### config.mk
export PLATFORM = sky130hd
export DESIGN_NAME = four_channel_fade_hold_controller_core
export DESIGN_NICKNAME = d
export VERILOG_FILES = /design/src/hdl/fhc_pkg.sv /design/src/hdl/fhc_step.sv /design/src/hdl/four_channel_fade_hold_controller_core.sv
export SDC_FILE = /design/constraint.sdc
export NUM_CORES = 1
export LEC_CHECK = 0
export ABC_AREA = 1
export BUFFER_PORTS_ARGS = -buffer_cell sky130_fd_sc_hd__buf_2
export CAP_MARGIN = 0
export CORE_MARGIN = 10
export CORE_UTILIZATION = 35
export CTS_CLUSTER_SIZE = 20
export DETAILED_ROUTE_END_ITERATION = 6
export PLACE_DENSITY = 0.62
export SLEW_MARGIN = 5
export SYNTH_ARGS = -nofsm -noshare
export SYNTH_HDL_FRONTEND = slang
export SYNTH_SLANG_ARGS = --single-unit
### constraint.sdc
create_clock -name clk -period 2.9 [get_ports clk]
set_input_delay 0.725 -clock clk [delete_from_list [all_inputs] [get_ports clk]]
set_output_delay 0.725 -clock clk [all_outputs]
set_load 0.05 [all_outputs]
### src/hdl/fhc_pkg.sv
// Shared types and constants for the four-channel fade and hold controller.
// Used by fhc_step, four_channel_fade_hold_controller_core, the result checker and the testbench; no dependencies.
`default_nettype none

package fhc_pkg;

	// Field widths and channel count.
	localparam int NUM_CH         = 4;
	localparam int LEVEL_W        = 8;
	localparam int HOLD_W         = 12;
	localparam int CMD_W          = 2;
	localparam int MODE_W         = 2;
	localparam int HOLD_SCALE_DEF = 10;

	// Command codes.
	localparam logic [CMD_W-1:0] CMD_TICK = 2'd0;
	localparam logic [CMD_W-1:0] CMD_SET  = 2'd1;
	localparam logic [CMD_W-1:0] CMD_RAMP = 2'd2;

	// Mode codes; the fourth code is never entered.
	localparam logic [MODE_W-1:0] MODE_OFF     = 2'd0;
	localparam logic [MODE_W-1:0] MODE_FADING  = 2'd1;
	localparam logic [MODE_W-1:0] MODE_HOLDING = 2'd2;
	localparam logic [MODE_W-1:0] MODE_SPARE   = 2'd3;

	typedef logic [LEVEL_W-1:0] level_t;
	typedef level_t [NUM_CH-1:0] level_vec_t;
	typedef logic [HOLD_W-1:0] hold_t;

	// Complete controller state.
	typedef struct packed {
		level_vec_t          cur;
		level_vec_t          tgt;
		level_t              fade_reload;
		hold_t               hold_reload;
		hold_t               tick_cnt;
		logic [MODE_W-1:0]   mode;
	} fhc_state_t;

	// One input word as held in the input register.
	typedef struct packed {
		logic [CMD_W-1:0] command;
		level_vec_t       levels;
		level_t           fade_ticks;
		level_t           hold_units;
	} fhc_word_t;

endpackage

`default_nettype wire

### src/hdl/fhc_step.sv
// Next-state logic of the fade and hold controller for one input word.
// Depends on fhc_pkg for the state and word types and the command and mode codes.
`default_nettype none

module fhc_step
	import fhc_pkg::*;
#(
	parameter int HOLD_SCALE = HOLD_SCALE_DEF
) (
	input  fhc_state_t st,
	input  fhc_word_t  word,
	output fhc_state_t st_next,
	output logic       refused
);

	localparam int SCALE_W = $clog2(HOLD_SCALE + 1);
	localparam int PROD_W  = LEVEL_W + SCALE_W;

	logic [PROD_W-1:0]  hold_prod;
	level_vec_t         stepped;
	logic [NUM_CH-1:0]  matched;
	fhc_state_t         tick_st;
	hold_t              cnt_mid;

	// Hold time in ticks, kept to the counter width.
	assign hold_prod = PROD_W'(word.hold_units) * PROD_W'(HOLD_SCALE);

	// Each channel moves one count toward its target.
	always_comb begin
		for (int ch = 0; ch < NUM_CH; ch++) begin
			matched[ch] = (st.cur[ch] == st.tgt[ch]);
			if (st.cur[ch] < st.tgt[ch]) begin
				stepped[ch] = st.cur[ch] + 1'b1;
			end else if (st.cur[ch] > st.tgt[ch]) begin
				stepped[ch] = st.cur[ch] - 1'b1;
			end else begin
				stepped[ch] = st.cur[ch];
			end
		end
	end

	// Tick: fade step or end of hold when the counter has run out, then count down.
	always_comb begin
		tick_st = st;
		cnt_mid = st.tick_cnt;
		if (st.mode == MODE_FADING && st.tick_cnt == '0) begin
			tick_st.cur = stepped;
			if (&matched) begin
				cnt_mid      = st.hold_reload;
				tick_st.mode = MODE_HOLDING;
			end else begin
				cnt_mid = HOLD_W'(st.fade_reload);
			end
		end else if (st.mode == MODE_HOLDING && st.tick_cnt == '0) begin
			tick_st.mode = MODE_OFF;
		end
		tick_st.tick_cnt = (cnt_mid != '0) ? cnt_mid - 1'b1 : cnt_mid;
	end

	// Command decode.
	always_comb begin
		st_next = st;
		refused = 1'b0;
		unique case (word.command)
			CMD_TICK: begin
				st_next = tick_st;
			end
			CMD_SET: begin
				st_next.mode = MODE_OFF;
				st_next.cur  = word.levels;
			end
			CMD_RAMP: begin
				if (st.mode != MODE_OFF) begin
					refused = 1'b1;
				end else begin
					st_next.tgt         = word.levels;
					st_next.fade_reload = word.fade_ticks;
					st_next.hold_reload = HOLD_W'(hold_prod);
					st_next.tick_cnt    = HOLD_W'(word.fade_ticks);
					st_next.mode        = MODE_FADING;
				end
			end
			default: begin
				st_next = st;
			end
		endcase
	end

endmodule

`default_nettype wire

### src/hdl/four_channel_fade_hold_controller_core.sv
// Four-channel fade and hold controller: input register, state, result register.
// Depends on fhc_pkg and fhc_step.
//
// Each input word is a tick, a set of the four duty levels, or a ramp start, and
// gives exactly one result word with the four duty levels after it, the busy flag
// and a flag that a ramp was refused because the block was busy. The block takes
// one word every clock cycle while the result side does not stall. A result word is
// presented once its input word has passed the input register and the state update
// has loaded the result register; a stall on the result side holds the word in the
// input register. The rate is set by the update of the controller state from the
// registered word, which also loads the result register. Either side may stall at
// any time; the input register keeps taking words while the result register is emptied.
`default_nettype none

module four_channel_fade_hold_controller_core
	import fhc_pkg::*;
#(
	parameter int HOLD_SCALE = HOLD_SCALE_DEF
) (
	input  wire logic               clk,
	input  wire logic               arst_n,
	input  wire logic               in_valid,
	output logic                    in_ready,
	input  wire logic [CMD_W-1:0]   command,
	input  wire logic [LEVEL_W-1:0] level_a,
	input  wire logic [LEVEL_W-1:0] level_b,
	input  wire logic [LEVEL_W-1:0] level_c,
	input  wire logic [LEVEL_W-1:0] level_d,
	input  wire logic [LEVEL_W-1:0] fade_ticks,
	input  wire logic [LEVEL_W-1:0] hold_units,
	output logic                    out_valid,
	input  wire logic               out_ready,
	output logic [LEVEL_W-1:0]      duty_a,
	output logic [LEVEL_W-1:0]      duty_b,
	output logic [LEVEL_W-1:0]      duty_c,
	output logic [LEVEL_W-1:0]      duty_d,
	output logic                    busy_res,
	output logic                    ramp_refused
);

	logic       valid_s1;
	fhc_word_t  word_s1;
	logic       advance;
	logic       in_take;
	fhc_state_t state_q;
	fhc_state_t state_next;
	logic       refused_next;
	logic       out_valid_q;
	level_vec_t duty_q;
	logic       busy_q;
	logic       refused_q;

	// Handshake: the registered word advances when the result register is free.
	assign advance  = valid_s1 && (!out_valid_q || out_ready);
	assign in_ready = !valid_s1 || advance;
	assign in_take  = in_valid && in_ready;

	// Input register control.
	always_ff @(posedge clk or negedge arst_n) begin
		if (!arst_n) begin
			valid_s1 <= 1'b0;
		end else if (in_take) begin
			valid_s1 <= 1'b1;
		end else if (advance) begin
			valid_s1 <= 1'b0;
		end
	end

	// Input register payload.
	always_ff @(posedge clk) begin
		if (in_take) begin
			word_s1.command    <= command;
			word_s1.levels[0]  <= level_a;
			word_s1.levels[1]  <= level_b;
			word_s1.levels[2]  <= level_c;
			word_s1.levels[3]  <= level_d;
			word_s1.fade_ticks <= fade_ticks;
			word_s1.hold_units <= hold_units;
		end
	end

	// State update for the registered word.
	fhc_step #(
		.HOLD_SCALE(HOLD_SCALE)
	) u_step (
		.st      (state_q),
		.word    (word_s1),
		.st_next (state_next),
		.refused (refused_next)
	);

	// Controller state and result valid.
	always_ff @(posedge clk or negedge arst_n) begin
		if (!arst_n) begin
			state_q     <= '0;
			out_valid_q <= 1'b0;
		end else begin
			if (advance) begin
				state_q     <= state_next;
				out_valid_q <= 1'b1;
			end else if (out_ready) begin
				out_valid_q <= 1'b0;
			end
		end
	end

	// Result register payload.
	always_ff @(posedge clk) begin
		if (advance) begin
			duty_q    <= state_next.cur;
			busy_q    <= (state_next.mode != MODE_OFF);
			refused_q <= refused_next;
		end
	end

	assign out_valid    = out_valid_q;
	assign duty_a       = duty_q[0];
	assign duty_b       = duty_q[1];
	assign duty_c       = duty_q[2];
	assign duty_d       = duty_q[3];
	assign busy_res     = busy_q;
	assign ramp_refused = refused_q;

	// A refused ramp is only ever reported while the block is busy.
	a_refused_busy: assert property (@(posedge clk) disable iff (!arst_n)
		out_valid |-> (!ramp_refused || busy_res))
		else $error("ramp refused while not busy");

	// The spare mode code is never entered.
	a_no_spare_mode: assert property (@(posedge clk) disable iff (!arst_n)
		state_q.mode != MODE_SPARE)
		else $error("controller entered the spare mode");

	// An empty result register never holds back the input side.
	a_ready_when_empty: assert property (@(posedge clk) disable iff (!arst_n)
		!out_valid_q |-> in_ready)
		else $error("input stalled with an empty result register");

	// The state moves only when a word advances into the result register.
	a_state_on_advance: assert property (@(posedge clk) disable iff (!arst_n)
		!advance |=> $stable(state_q))
		else $error("controller state changed without a word");

endmodule

`default_nettype wire

==> impl_results.md, run 1 <==
- Outcome: finished clean
- Htree depth: 4
- Ys async rst share: 54.10%
- Fin area: approximately 0.012 sq mm
- Clock sink count: 183
- Final Power: ~11 mW
- Pin count of the biggest net entering global routing: 72
- Yosys cell types: 44
- CTS tree: built
- Core area: roughly 0.028 sq mm
- Critical Path Source Type: register
- Syn_area_per_cell: 8.671 sq um
- Area delta synth->final: 17.26%
- Max Fclk: 0.3725 GHz
- Crit path required time: 3.25 ns
- Hold Fails Final Rpt: 0
- Initial DRC Count: about 660
- Die Span X: approximately 190 microns
- Setup violations, final: 0
- Fin crit share: 92.58%
- CTS Buf Count: 17
- Ant diodes: 0
- HP Class: in2async
- P per Cell Area: between 900 and 1000 mW/mm^2
- EDFF count, synth: 84
- Layout cells sized above 1: approximately 17%
- Post-synthesis register bit count: 183
- Num ports: 90
- Final WL: 25970 microns
- DRC viols: 0
- Max Cap Violations: 0
- Worst path arrival time: 3.04 ns
- Sequential-to-total area share from yosys stat: 50.45%
- Gpl congestion: slightly below 0.9
- Total gr overflow: 0
- Synthesized area: about 0.0099 sq mm
- Routed Antenna Nets: 0
- LEAKAGE: 5.311 nW
- Fin nets: 1361
- Die extent in y: 188.3 microns
- Syn nets: between 1000 and 1500
- Final Non-Filler Cells: roughly 1600
- Pins Over Slew Limit: 0
- Wire length per cell: 15.81 microns
- Yosys top cell by area: edfxtp_1
- Number of global-route vias before repair: between 7000 and 8000
- CP endpoint kind: register
- DRT Pass-1 Iters: 5
- Max Root-Sink Buffers: 2
- Overall Global Routing Usage: 14.71%
- Max IR drop VDD: 0.4596 mV
- YS warnings: 0
- Dpl hpwl: 18630 microns
- Post-Syn Instances: between 1000 and 1500
- CP Class: reg2reg
- Die footprint: roughly 0.035 sq mm
- Row Count: 61
- Placed cells: 1610
- Worst rel slew slack: ~65%
- Initial antenna violation count: 1
- Worst-path clk slew: 0.08 ns
- Main synth FF type: dfrtp_1
- Worst slew pin tran: 0.5305 ns
- Post-DP Area: 0.01100 sq mm
- Clock root cell: clkbuf_16
- Drt via density: 4.925
- Max Clock Skew: roughly 0.017 ns
- First-pass GRT wire length: 42410 microns
- Top cells by area, synth: edfxtp_1 (25%), dfrtp_1 (25%), nand2_1 (12%), ha_1 (6.7%), o21ai_0 (4.8%)
- PortBufs: 89
- Vias: 8092
- Crit path time final: ~2.7 ns
- Crit path max fanout: 6
- Initial Utilization: 35.58%
- Yosys top cell area share: 25.45%
- Worst skew pair latency: between 0.4 and 0.5 ns
-- routing by layer --
metal	vias up	GRT usage [%]	share of wire [%]
li1	4014	-	-
met1	3838	19.08	46
met2	199	24.05	47
met3	39	2.548	4.8
met4	2	5.508	2.5
met5	-	0	0.027
-- critical path, stage by stage, from the launching register on --
cell     delay [ns]
dfrtp_1        0.44
ha_1           0.30
nand2_1        0.09
nor2_1         0.14
nand2_2        0.13
nor2_4         0.18
nand2_4        0.09
nand2_1        0.08
nand3_1        0.08
nand2_2        0.10
ha_1           0.18
nand3_1        0.13
nor2_4         0.11
buf_4          0.15
xor2_1         0.17
nand3_1        0.09
a22oi_1        0.14
-- repair_timing --
| item | 4_1_cts | 5_1_grt |
|---|---|---|
| resized for setup | 0 | 8 |
| hold buffers | 0 | 0 |
| setup endpoints to repair | 0 | 12 |
| setup buffers | 0 | 2 |
-- placed cells by master, fill, tap and decap left out, types with 2 or more instances in the layout --
cell type  Yosys  final
nor2_1        76     73
nand3b_1       3      3
dfrtp_2        0      2
o21ai_0       95     95
buf_12         0      5
clkinv_1       2      2
o21bai_1       3      3
o31ai_1        5      5
ha_1          53     53
clkinv_8       0      3
nand3_2        6      6
a22oi_1        2      2
inv_1        120    118
edfxtp_1      84     84
nand3_1       65     65
clkbuf_16      0     17
o21a_1         4      4
nor3_2         2      2
nand2_2       13     13
xnor2_1        2      2
nand2_4        0      2
nor2_2         7      9
dfrtp_1       99     97
nand4_1       18     18
o221ai_1       3      3
xor2_1        20     20
nor3_1        13     13
buf_4          1     30
a21oi_1       45     45
o21ai_1        4      4
inv_6          0      4
inv_2          9     11
a21oi_2        3      3
buf_2          7     88
nand2_1      322    320
clkinv_4       0      3
o211ai_1      17     17
nor2_4         6      7
-- worst paths after layout --
kind	from	to	slack, ns	cells past startpoint
min	arst_n	state_q[36]$_DFFE_PN0P_	0.20	1
max	state_q[84]$_DFFE_PN0P_	state_q[6]$_DFFE_PN0P_	0.22	16
max in group asynchronous	arst_n	state_q[10]$_DFFE_PN0P_	1.94	2
min in group clk	level_a[3]	word_s1[19]$_DFFE_PP_	0.45	1
min reg2reg	word_s1[34]$_DFFE_PP_	state_q[52]$_DFFE_PN0P_	0.49	2
max reg2reg	state_q[84]$_DFFE_PN0P_	state_q[6]$_DFFE_PN0P_	0.22	16
-- area by class of cell --
cell class,count,area (sq um)
Clock buffer,17,425.4
Inverter,131,491.7
Tap cell,378,473.0
Fill cell,2736,16240
Timing Repair Buffer,123,765.7
Clock inverter,14,163.9
Sequential cell,183,5002
Multi-Input combinational cell,797,4299
-- state kept, by name, indices dropped and copies added (netlist names) --
signal / flops
busy_res: 1
duty_a: 8
duty_b: 8
duty_c: 8
duty_d: 8
out_valid: 1
ramp_refused: 1
state_q: 97
valid_s1: 1
word_s1: 50
-- metrics by stage --
step	worst slack [ns]	hold slack [ns]	utilization, %	setup TNS [ns]
floorplan	0.08897	0.4294	-	0
global placement	0.2554	0.4630	39.47	0
detailed placement	0.1658	0.4672	39.47	0
CTS	0.1172	0.2082	41.59	0
global route	-0.002705	0.2281	41.72	-0.002705
finish	0.2152	0.1969	41.72	0
-- Yosys cell counts, types with 2 or more instances --
library cell / number
o221ai_1: 3
buf_1: 3
nand2_2: 13
a22oi_1: 2
o21ai_1: 4
clkbuf_1: 19
nor2_2: 7
nand3_1: 65
ha_1: 53
clkinv_1: 2
o31ai_1: 5
xor2_1: 20
buf_2: 7
edfxtp_1: 84
dfrtp_1: 99
nand3b_1: 3
nand3_2: 6
xnor2_1: 2
a21oi_2: 3
nor3_2: 2
nor2_1: 76
o21bai_1: 3
buf_6: 2
nand2_1: 322
nand4_1: 18
o211ai_1: 17
nor2_4: 6
inv_1: 120
inv_2: 9
o21ai_0: 95
o21a_1: 4
nor3_1: 13
a21oi_1: 45
-- kinds of logic after synthesis --
logic type	after synthesis	synth area share, %
xor+xnor	22	1.944
compound gates	185	10.57
simple gates	536	23.70
flops	183	50.45
buf+inv	163	6.451
fa+ha+maj	54	6.893
-- power breakdown --
group          internal (mW)  switching, mW
clock                   1.22           1.11
sequential              3.52          0.465
combinational           1.40           2.79
(Power assumes the default switching activity.)
==> run 2, diff against run 1 <==
PLACE_DENSITY = 0.61   (was 0.62)
==> run 2 against run 1 <==
Net effect: clock power is 3% lower; critical endpoint unchanged; first-iteration DRC count decreased by 3.6%; highest routed layer is now met4; total power fell by 0.91%; sequential power is essentially flat; cell count increased by 0.43%; flip-flop and latch count did not move; fmax fell by 0.54%; largest cell class unchanged; worst hold slack improved by 0.024 ns; combinational power about the same.
==> impl_results.md, run 2 (synthesis results as in run 1) <==
- Die Span X: 188.3 microns
- Dpl hpwl: 18670 microns
- Combinational share of power: about two fifths
- Wire length per cell: 15.71 microns
- Flop pwr share: 38.0%
- CTS tree: built
- Reg with most FFs: state_q
- Ant diodes: 0
- Hold WS: 0.2205 ns
- Row Count: 61
- Post-DP Area: 0.01099 sq mm
- # fillers: approximately 2700
- Setup violations, final: 0
- Setup crit start: state_q[73]$_DFFE_PN0P_
- LEAKAGE: 5.280 nW
- Drt via density: around 4.8
- CP Class: reg2reg
- DRC viols: 0
- Core area: between 0.02 and 0.03 sq mm
- Cts hold-fix bufs: 0
- Initial DRC Count: between 600 and 700
- Net switching power figure: 4.358 mW
- HP Class: in2async
- Pins Over Slew Limit: 0
- Max Cap Violations: 0
- Clock root cell: clkbuf_16
- Pre-CTS WS: 0.1567 ns
- Clock sink count: 183
- FF+latch area: ~0.005 sq mm
- Max reg flops: 97
- Critical Path Source Type: register
- PortBufs: 89
- Max Root-Sink Buffers: 2
- Pin count of the biggest net entering global routing: 52
- Placed cells: 1614
- Max Fclk: 0.3705 GHz
- CP endpoint kind: register
- Max Clock Skew: 0.01569 ns
- Worst-path clk slew: 0.08 ns
- Total gr overflow: 0
- Initial Utilization: 35.58%
- P per Cell Area: 896.4 mW/mm^2
- FF-to-FF Start: state_q[73]$_DFFE_PN0P_
- Die footprint: between 0.03 and 0.04 sq mm
- Final Non-Filler Cells: approximately 1700
- Area delta synth->final: 17.13%
- Vias: 7920
- Worst skew pair latency: 0.45 ns
- Commonest non-fill, non-tap cell in the layout: nand2_1
- Max IR drop VDD: 0.4629 mV
- Initial antenna violation count: 0
- Switching share of total power: 41.88%
- Htree depth: 4
- Outcome: finished clean
- Setup ws final: 0.2006 ns
- Clk pwr share: 21.8%
- CTS Buf Count: 17
- Fin area: 0.01161 sq mm
- Layout cells sized above 1: 17.45%
- Die extent in y: 188.3 microns
- Fin nets: between 1000 and 1500
- Num ports: 90
- Overall Global Routing Usage: between 10% and 20%
- Crit path required time: 3.26 ns
- Worst path arrival time: a little over 3 ns
- Routed Antenna Nets: 0
- Hold Fails Final Rpt: 0
- Worst slew pin tran: 0.5968 ns
- Number of global-route vias before repair: between 7000 and 8000
- Crit path max fanout: 6
- Final WL: approximately 26000 microns
- DRT Pass-1 Iters: 6
- Setup TNS: 0 ns
- Most frequent cells in the layout: nand2_1 (321), inv_1 (118), dfrtp_1 (97)
- Worst rel slew slack: 60.17%
- Largest registers: state_q (97), word_s1 (50)
- Fin crit share: between 90% and 100%
- Crit path time final: 2.699 ns
- Pint: 6.048 mW
- RSZ-0062 raised after global routing: true
- First-pass GRT wire length: 42370 microns
- Multi-input logic area: 0.004309 sq mm
- Gpl congestion: 0.9042
## run 2: cell types whose count changed in the layout (fill, tap and decap cells not counted), sizes merged
cell	delta
buf	+6
clkbuf	+1
bufinv	-1
inv	+5
clkinvlp	+1
clkinv	-5
## run 2: layer usage
| layer | up-vias | part of all wire, % | global-route usage, % |
|---|---|---|---|
| met3 | 25 | 4.2 | 2.585 |
| met1 | 3710 | 48 | 19.79 |
| met4 | 0 | 1.1 | 3.846 |
| met2 | 172 | 46 | 24.13 |
| li1 | 4013 | - | - |
| met5 | - | 0 | 0 |
## run 2: what timing repair did
item | CTS | global route
buffers inserted | 0 | 4
resized for setup | 0 | 9
setup endpoints to repair | 0 | 12
## run 2: layout make-up
cell class                      instances  share of cell area (%)
Timing Repair Buffer                  129                   6.661
Clock inverter                         14                   1.121
Tap cell                              378                   4.074
Clock buffer                           18                   3.697
Sequential cell                       183                   43.09
Multi-Input combinational cell        797                   37.12
Inverter                              131                   4.236
## run 2: stage by stage
stage / total power, mW / utilization [%]
after detailed placement: 8.121 / 39.45
after floorplan: 6.972 / -
after global routing: 11.26 / 41.67
final: 10.41 / 41.67
after CTS: 10.44 / 41.46
after global placement: 8.071 / 39.45
## run 2: path summary, 6_finish.rpt
check / endpoint / slack [ns] / cells past startpoint
max: state_q[6]$_DFFE_PN0P_ / 0.20 / 16
min: state_q[13]$_DFFE_PN0P_ / 0.22 / 1
max reg2reg: state_q[6]$_DFFE_PN0P_ / 0.20 / 16
min reg2reg: state_q[65]$_DFFE_PN0P_ / 0.49 / 2
max in group asynchronous: state_q[79]$_DFFE_PN0P_ / 1.96 / 2
min in group clk: word_s1[24]$_DFFE_PP_ / 0.44 / 1
## run 2: power groups by stage
stage	registers [mW]	clock network [mW]	logic, mW
after global placement	3.99	0	4.08
after global routing	4.05	2.43	4.78
final	3.96	2.27	4.18
after detailed placement	4.01	0	4.11
after floorplan	4.28	0	2.70
after CTS	3.96	2.33	4.15
## run 2: worst max-delay path, stage by stage (launching register included)
cell	delay (ns)
dfrtp_1	0.42
ha_1	0.31
nand2_1	0.10
nor2_2	0.11
nand2_1	0.16
nor2_4	0.21
nand2_2	0.09
nand2_1	0.08
nand3_1	0.08
nand2_2	0.13
ha_4	0.17
nand3_2	0.09
nor2_4	0.13
buf_4	0.15
xor2_1	0.14
nand3_1	0.09
a22oi_1	0.14
==> run 3, diff against run 2 <==
CTS_BUF_LIST = sky130_fd_sc_hd__clkbuf_4   (was unset)
==> run 3 against run 2 <==
Net effect: design area shrank 2.1%; worst setup slack lost 0.0031 ns; clock skew grew 0.017 ns; critical path type unchanged.
==> impl_results.md, run 3 (synthesis results as in run 1) <==
- CP endpoint kind: register
- Max Root-Sink Buffers: 2
- Htree depth: 4
- Hold WS: 0.2804 ns
- HP Class: in2reg
- First-pass GRT wire length: about 42000 microns
- Clk pwr share: 14.8%
- Layout cells sized above 1: about 18%
- CP Class: reg2reg
- Setup violations, final: 0
- Clock sink count: 183
- Critical path depth: 16
- Worst rel slew slack: 60.19%
- Pint: 5.317 mW
- Die footprint: 0.03545 sq mm
- Routed Antenna Nets: 0
- Reg with most FFs: state_q
- Combinational share of power: about 44%
- Slowest CP cell: dfrtp_1
- Critical R2R Capture: state_q[6]$_DFFE_PN0P_
- Area delta synth->final: 14.64%
- Fin area: 0.01136 sq mm
- Fin util: 40.79%
- Switching share of total power: 44.53%
- Pins Over Slew Limit: 0
- Die Span X: about 190 microns
- Worst Setup EP: state_q[6]$_DFFE_PN0P_
- Crit path cell chain: ha_1 -> nand2_1 -> nor2_2 -> nand2_1 -> nor2_4 -> nand2_2 -> nand2_1 -> nand3_1 -> nand2_2 -> ha_4 -> nand3_2 -> nor2_4 -> buf_4 -> xor2_1 -> nand3_1 -> a22oi_1
- Clock root cell: clkbuf_4
- Met3 usage: 2.843%
- Hold Fails Final Rpt: 0
- Initial antenna violation count: 1
- Final WL: 26000 microns
- CTS tree: built
- Placed cells: 1614
- Setup crit start: state_q[73]$_DFFE_PN0P_
- Max Clock Skew: 0.03261 ns
- Critical Path Source Type: register
- Total gr overflow: 0
- Fin crit share: 93.19%
- Net switching power figure: 4.268 mW
- Worst slew pin tran: 0.5965 ns
- PortBufs: 89
- Met2 Use GR: 23.98%
- Core area: 0.02786 sq mm
- # fillers: 2771
- RSZ-0062 raised after global routing: false
- FF-to-FF Start: state_q[73]$_DFFE_PN0P_
- Worst-path clk slew: roughly 0.18 ns
- Crit path time final: between 2 and 3 ns
- DRC viols: 0
- Max Fclk: 0.3700 GHz
- Max reg flops: 97
- Row Count: between 60 and 70
- Flop pwr share: 41.2%
- Die extent in y: 188.3 microns
- Crit path required time: 3.42 ns
- Gr busiest metal: met2
- Max IR drop VDD: 0.3934 mV
- CTS Buf Count: 17
- Post-DP Area: 0.01099 sq mm
- Gpl congestion: 0.9042
- Pre-CTS WS: 0.1567 ns
- Setup TNS: 0 ns
- Largest registers: state_q (97), word_s1 (50)
- Overall Global Routing Usage: 14.72%
- Initial Utilization: a little over a third
- Buf/Inv on CP: 1
- P per Cell Area: 843.6 mW/mm^2
- Commonest non-fill, non-tap cell in the layout: nand2_1
- Most frequent cells in the layout: nand2_1 (321), inv_1 (119), dfrtp_1 (97)
- Outcome: finished clean
- LEAKAGE: 5.171 nW
- M1 GR Usage: 19.63%
- Wire length per cell: between 15 and 20 microns
- Max Cap Violations: 0
- DRT Pass-1 Iters: 6
- Crit path max fanout: 6
- Number of global-route vias before repair: roughly 7900
- Final Non-Filler Cells: 1655
- Dpl hpwl: 18670 microns
- Num ports: 90
- Drt via density: 4.808
- Fin nets: 1371
- Initial DRC Count: 661
- R2R depth: 16
- Vias: 7958
- Setup ws final: 0.1975 ns
- Worst skew pair latency: 0.60 ns
- Crit path max-delay family: simple AND/OR/NAND/NOR gates
- Final Power: 9.585 mW
- R2r setup slk: 0.20 ns
- Worst path arrival time: around 3.2 ns
- Most frequent CP cell: nand2_1
- Critical Path Max Stage Delay: roughly 0.44 ns
- Pin count of the biggest net entering global routing: 52
-- run 3: power groups by stage --
stage                     Combinational [mW]  Clock [mW]  Sequential [mW]
final                                   4.22        1.42             3.95
after floorplan                         2.70           0             4.28
after detailed placement                4.11           0             4.01
after CTS                               4.14        1.47             3.95
after global routing                    4.82        1.57             4.04
after global placement                  4.08           0             3.99
-- run 3: cell type report --
| class | count | area, sq um | share of cell area (%) |
|---|---|---|---|
| clock inverter | 14 | 130.1 | 1.145 |
| multi-input combinational | 797 | 4322 | 38.04 |
| tap | 378 | 473.0 | 4.163 |
| antenna | 1 | 2.502 | 0.02202 |
| clock buffer | 18 | 135.1 | 1.189 |
| sequential | 183 | 5002 | 44.03 |
| timing repair buffer | 133 | 805.8 | 7.092 |
| inverter | 131 | 491.7 | 4.328 |
-- run 3: worst min-delay path by stage --
stage                                   end               startpoint  depth (start not counted)  slack (ns)
floorplan             out_valid$_DFFE_PN0P_                   arst_n                          0        0.43
global placement    state_q[32]$_DFFE_PN0P_  state_q[32]$_DFFE_PN0P_                          2        0.47
detailed placement  state_q[16]$_DFFE_PN0P_  state_q[16]$_DFFE_PN0P_                          2        0.47
CTS                    word_s1[6]$_DFFE_PP_            hold_units[6]                          1        0.22
global route           word_s1[6]$_DFFE_PP_            hold_units[6]                          1        0.20
finish                word_s1[24]$_DFFE_PP_               level_b[0]                          1        0.28
-- run 3: per-layer routing --
layer / share of wire (%) / vias to the layer above
met4: 1.1 / 0
li1: - / 4022
met1: 48 / 3749
met3: 4.4 / 20
met2: 47 / 167
met5: 0 / -
-- run 3: worst register-to-register path, cell delays in order, from the launching register on --
cell and delay, ns:
dfrtp_1 0.44, ha_1 0.30, nand2_1 0.10, nor2_2 0.11
nand2_1 0.16, nor2_4 0.21, nand2_2 0.09, nand2_1 0.08
nand3_1 0.08, nand2_2 0.13, ha_4 0.17, nand3_2 0.09
nor2_4 0.13, buf_4 0.15, xor2_1 0.14, nand3_1 0.09
a22oi_1 0.14
-- run 3: timing repair --
| action | CTS | global route |
|---|---|---|
| setup buffers | 0 | 7 |
| hold endpoints to repair | 5 | 0 |
| hold buffers | 1 | 0 |
| setup endpoints to repair | 0 | 12 |
| resized for setup | 0 | 9 |
